## config.mk

```make
export PLATFORM = sky130hd
export DESIGN_NAME = vqbd_out_stage
export DESIGN_NICKNAME = d
export VERILOG_FILES = /design/src/sv/vq_block_decoder_top_defines.svh /design/src/sv/vqbd_pkg.sv /design/src/sv/vqbd_out_stage.sv
export SDC_FILE = /design/constraint.sdc
export NUM_CORES = 1
export LEC_CHECK = 0
export ABC_CLOCK_PERIOD_IN_PS = 5700
export BUFFER_PORTS_ARGS = -buffer_cell sky130_fd_sc_hd__buf_2
export CAP_MARGIN = 20
export CORE_ASPECT_RATIO = 0.8
export CORE_MARGIN = 1.5
export CORE_UTILIZATION = 35
export CTS_CLUSTER_SIZE = 40
export DETAILED_ROUTE_END_ITERATION = 10
export SLEW_MARGIN = 20
export SYNTH_ARGS = -nofsm -noshare
export SYNTH_HDL_FRONTEND = slang
export SYNTH_SLANG_ARGS = --single-unit
```

## constraint.sdc

```tcl
create_clock -name clk -period 5.7 [get_ports clk]
set_input_delay 1.14 -clock clk [delete_from_list [all_inputs] [get_ports clk]]
set_output_delay 1.14 -clock clk [all_outputs]
set_load 0.1 [all_outputs]
```

## src/sv/vq_block_decoder_top_defines.svh

```systemverilog
// Assertion macros for the VQ block decoder.
`ifndef VQ_BLOCK_DECODER_TOP_DEFINES_SVH
`define VQ_BLOCK_DECODER_TOP_DEFINES_SVH
`ifndef SYNTHESIS
`define VQBD_ASSERT_NEXT(lbl, clk, rst_n, pre, post) \
  lbl: assert property (@(posedge clk) disable iff (!rst_n) (pre) |=> (post)) \
    else $error("vqbd: sequential check failed");
`define VQBD_ASSERT_NOW(lbl, clk, rst_n, pre, post) \
  lbl: assert property (@(posedge clk) disable iff (!rst_n) (pre) |-> (post)) \
    else $error("vqbd: combinational check failed");
`else
`define VQBD_ASSERT_NEXT(lbl, clk, rst_n, pre, post)
`define VQBD_ASSERT_NOW(lbl, clk, rst_n, pre, post)
`endif
`endif

```

## src/sv/vqbd_pkg.sv

```systemverilog
// Shared types and constants of the VQ block decoder.
`default_nettype none
package vqbd_pkg;

  localparam int unsigned CODEBOOK_WORDS_DEF  = 16384;
  localparam int unsigned FRAME_ADDR_BITS_DEF = 20;

  localparam int unsigned CA_W       = 18;
  localparam int unsigned BADDR_W    = 20;
  localparam int unsigned CB_ADDR_W  = 14;
  localparam int unsigned WORD_W     = 32;
  localparam int unsigned COUNT_W    = 10;
  localparam int unsigned STRIDE_W   = 12;
  localparam int unsigned CFG_DATA_W = 12;

  localparam logic [7:0] MARKER_4X2 = 8'd15;
  localparam logic [7:0] MARKER_4X4 = 8'd255;

  localparam logic REQ_CB_WRITE = 1'b0;
  localparam logic REQ_BLOCK    = 1'b1;

  typedef enum logic [1:0] {
    CFG_BLOCK_MODE,
    CFG_FRAME_COLS,
    CFG_BLOCK_ROWS,
    CFG_LINE_STRIDE
  } cfg_idx_t;

  typedef struct packed {
    logic                block_mode;
    logic [COUNT_W-1:0]  frame_cols;
    logic [COUNT_W-1:0]  block_rows;
    logic [STRIDE_W-1:0] line_stride;
  } cfg_t;

  typedef struct packed {
    logic               valid;
    logic [BADDR_W-1:0] byte_addr;
    logic               last;
    logic               oor;
    logic               fill;
    logic [7:0]         fill_byte;
  } issue_t;

endpackage
`default_nettype wire

```

## src/sv/vqbd_out_stage.sv

```systemverilog
// Read-data alignment stage and output register of the result stream.
`default_nettype none
module vqbd_out_stage
  import vqbd_pkg::*;
(
  input  wire logic              clk,
  input  wire logic              rst_n,
  input  wire issue_t            issue,
  input  wire logic [WORD_W-1:0] rd_data,
  output logic                   issue_ok,
  output logic                   out_tvalid,
  input  wire logic              out_tready,
  output logic [55:0]            out_tdata,
  output logic                   out_tlast,
  output logic [0:0]             out_tuser
);

  issue_t             s1_r;
  logic               s1_valid_r;
  logic               out_valid_r;
  logic [BADDR_W-1:0] out_addr_r;
  logic [WORD_W-1:0]  out_word_r;
  logic               out_last_r;
  logic               out_oor_r;
  logic               out_free;
  logic [WORD_W-1:0]  word;

  assign out_free = !out_valid_r || out_tready;
  assign issue_ok = !s1_valid_r || out_free;

  always_comb begin
    if (s1_r.fill) begin
      word = {4{s1_r.fill_byte}};
    end else if (s1_r.oor) begin
      word = '0;
    end else begin
      word = rd_data;
    end
  end

  always_ff @(posedge clk) begin
    if (!rst_n) begin
      s1_valid_r  <= 1'b0;
      out_valid_r <= 1'b0;
    end else begin
      if (issue_ok) begin
        s1_valid_r <= issue.valid;
      end
      if (out_free) begin
        out_valid_r <= s1_valid_r;
      end
    end
  end

  always_ff @(posedge clk) begin
    if (issue_ok) begin
      s1_r <= issue;
    end
    if (out_free && s1_valid_r) begin
      out_addr_r <= s1_r.byte_addr;
      out_word_r <= word;
      out_last_r <= s1_r.last;
      out_oor_r  <= s1_r.oor;
    end
  end

  assign out_tvalid = out_valid_r;
  assign out_tdata  = {4'b0, out_word_r, out_addr_r};
  assign out_tlast  = out_last_r;
  assign out_tuser  = out_oor_r;

endmodule
`default_nettype wire

```

==> results.md <==
- Vias: 1706
- Reg2reg path depth: 3
- RSZ-0062 raised after global routing: no
- DIE HEIGHT: between 80 and 90 um
- Die width: around 110 um
- Yosys cell types: 13
- Drt wl/cell: approximately 15 um
- Postcts setup bufs: 0
- Initial antenna violation count: 0
- Synthesis-stage register bit count: 87
- Reg2reg start: out_tvalid$_SDFFE_PN0P_
- Maximum fanout along the worst path: 32
- Max frequency: 292.7 MHz
- Part of the power in registers: 0.512
- Critical Path AT: between 2 and 2.5 ns
- DR pass1 iterations: 4
- Core area: roughly 8400 sq um
- Io pins: approximately 130
- Worst Hold Depth: 0
- Total GRT Usage: 0.1260
- Die area: between 9000 and 10000 sq um
- Cells after DPL: around 370
- Most Used Layer, Global Route: met2
- Ys Warns: 0
- Critical path endpoint: issue_ok
- Grt met3 use: 0.06617
- Average cell area after synthesis: approximately 22 sq um
- Worst Clk Skew: slightly above 0.009 ns
- Crit end category: output port
- Final #Nets: 333
- Final Max Tran Viols: 0
- Critical path class: in -> out
- Clk buf depth: 2
- Worst-margin pin slew: 0.6700 ns
- Sw frac: 0.2944
- Most frequent cells in the layout: buf_2, edfxtp_1, a22o_1, clkbuf_8, conb_1
- Non-filler cells in the finished layout: between 300 and 400
- Share of cells above drive strength 1: 0.5277
- First-pass GRT wire length: 8.487 mm
- Total grt overflow: 0
- Routed wire length: 5.589 mm
- Worst Hold Class: reg -> reg
- Ant diodes: 0
- Worst Slack Setup Final: between 2 and 2.5 ns
- PwrDens: 372.2 nW/um^2
- Vias per inst: 4.454
- Pre-CTS WS: between 2 and 2.5 ns
- R2r setup slk: just over 4 ns
- Startpoint Class: input port
- Number of port buffers: ~120
- Sequential area share after synthesis: 0.8530
- Gate power share: 0.161
- Setup_tns: 0 ns
- GP Congestion: around 0.76
- Min Tclk post-route: roughly 3.4 ns
- CP startpoint: out_tready
- Area growth syn-to-layout: 30.42%
- Largest net degree at the start of global routing: between 50 and 60
- Fillcell total: around 760
- Worst path cell trace: buf_2 -> nor2b_1 -> nand2_1 -> buf_4 -> buf_2
- Final setup fails: 0
- Cts bufs inserted: 9
- Vias in the first global route: ~1700
- CP required: between 4 and 5 ns
- CP max stage delay: a little over 0.5 ns
- Final Hold Fails: 0
- Cell at the slowest stage of the critical path: buf_2
- Max rail drop VDD: roughly 0.19 mV
- CTS tree: done
- Multi-input gate area: about 360 sq um
- Clock-pin slew on the worst setup and hold paths: 0.09 ns
- Initial core utilization: 0.3599
- Gate Count Post-Synth: roughly 140
- Clock power frac: 0.327
- 1st-iter DRT viols: 42
- Status: completed
- GRT met2 Usage: 0.1865
- Slew HR: 0.5533
- Most used cell, CP: buf_2
- Post-Syn Area: a little over 3000 sq um
- Storage cell area: roughly 2600 sq um
- Clock sinks: just under 90
- CTS Hold Bufs: 0
- RR Endpoint: out_word_r[7]$_DFFE_PP_
- Post-CTS sizing: 0
- P_int: around 1.0 mW
- Post-route DRC: 0
- CTS root buf: clkbuf_8
- Clock latency on the worst-skew pair: around 0.35 ns
- Row count: 30
- Sw power: roughly 0.43 mW
- Final period util: 0.5993
- Post-route ant nets: 0
- Max_cap viols: 0
- Leakage Power: roughly 1.6 nW
- Commonest non-fill, non-tap cell in the layout: buf_2
- H-Tree Level Count: 3
- Global Route met1 Usage: 0.1544
[registers in the layout, summed over array words and instances, names as in the netlist]
register,cells
out_addr_r,20
out_tlast,1
out_tuser,1
out_tvalid,1
out_word_r,32
s1_r,31
s1_valid_r,1
[worst min-delay path by stage]
stage / startpoint / endpoint
after CTS: s1_r[19]$_DFFE_PP_ / out_addr_r[8]$_DFFE_PP_
after global routing: s1_r[25]$_DFFE_PP_ / out_addr_r[14]$_DFFE_PP_
final: s1_r[19]$_DFFE_PP_ / out_addr_r[8]$_DFFE_PP_
after floorplan: s1_r[11]$_DFFE_PP_ / out_addr_r[0]$_DFFE_PP_
after global placement: s1_r[20]$_DFFE_PP_ / out_addr_r[9]$_DFFE_PP_
after detailed placement: s1_r[25]$_DFFE_PP_ / out_addr_r[14]$_DFFE_PP_
[power groups by stage]
stage               sequential, mW  clock (mW)  combinational, mW
CTS                          0.759       0.497              0.235
finish                       0.755       0.483              0.237
global placement             0.772           0              0.233
global route                 0.759       0.525              0.247
floorplan                    0.913           0             0.0507
detailed placement           0.773           0              0.234
[area by class of cell]
cell class              instances  area share
flip-flops and latches         87      0.6540
repair buffers                125      0.1616
multi-input cells              43     0.09122
well taps                     112     0.03535
clock buffers                   9     0.03125
clock inverters                 7     0.02652
[routing by layer]
layer	vias up	wire (um)
met5	-	0
met4	0	78
met3	9	804
met2	107	2327
met1	778	2378
li1	812	-
[cells by family (layout without fill, tap and decap cells)]
family | count (synthesis) | after routing | synth area share
and+or+nand+nor | 5 | 5 | 0.01400
DFF | 87 | 87 | 0.8530
buffers and inverters | 11 | 141 | 0.03417
AOI/OAI and AO/OA | 34 | 34 | 0.09757
other | 1 | 4 | 0.001234
[cells in the mapped netlist, drive strengths merged]
cell,count,area [sq um]
a22o,33,289.0
conb,1,3.750
nand2,1,3.750
nor2,1,20.02
and2,1,6.260
o21a,1,7.510
buf,11,103.9
edfxtp,85,2552
nor2b,2,12.51
dfxtp,2,40.04
[worst max-delay path: cells and delay by family]
family / cells / cell delay (ns)
buffers and inverters: 3 / 0.97
and+or+nand+nor: 2 / 0.16
[stage by stage]
stage	hold slack, ns	utilization	instance area, sq um	power (mW)
5_1_grt	0.4320	0.4693	3964	1.531
2_1_floorplan	0.4003	-	3050	0.9642
6_report	0.4233	0.4693	3964	1.475
3_3_place_gp	0.4028	0.4404	3720	1.005
4_1_cts	0.4270	0.4676	3949	1.490
3_5_place_dp	0.4045	0.4404	3720	1.008
Note: power is estimated with default switching activity, not from simulation.
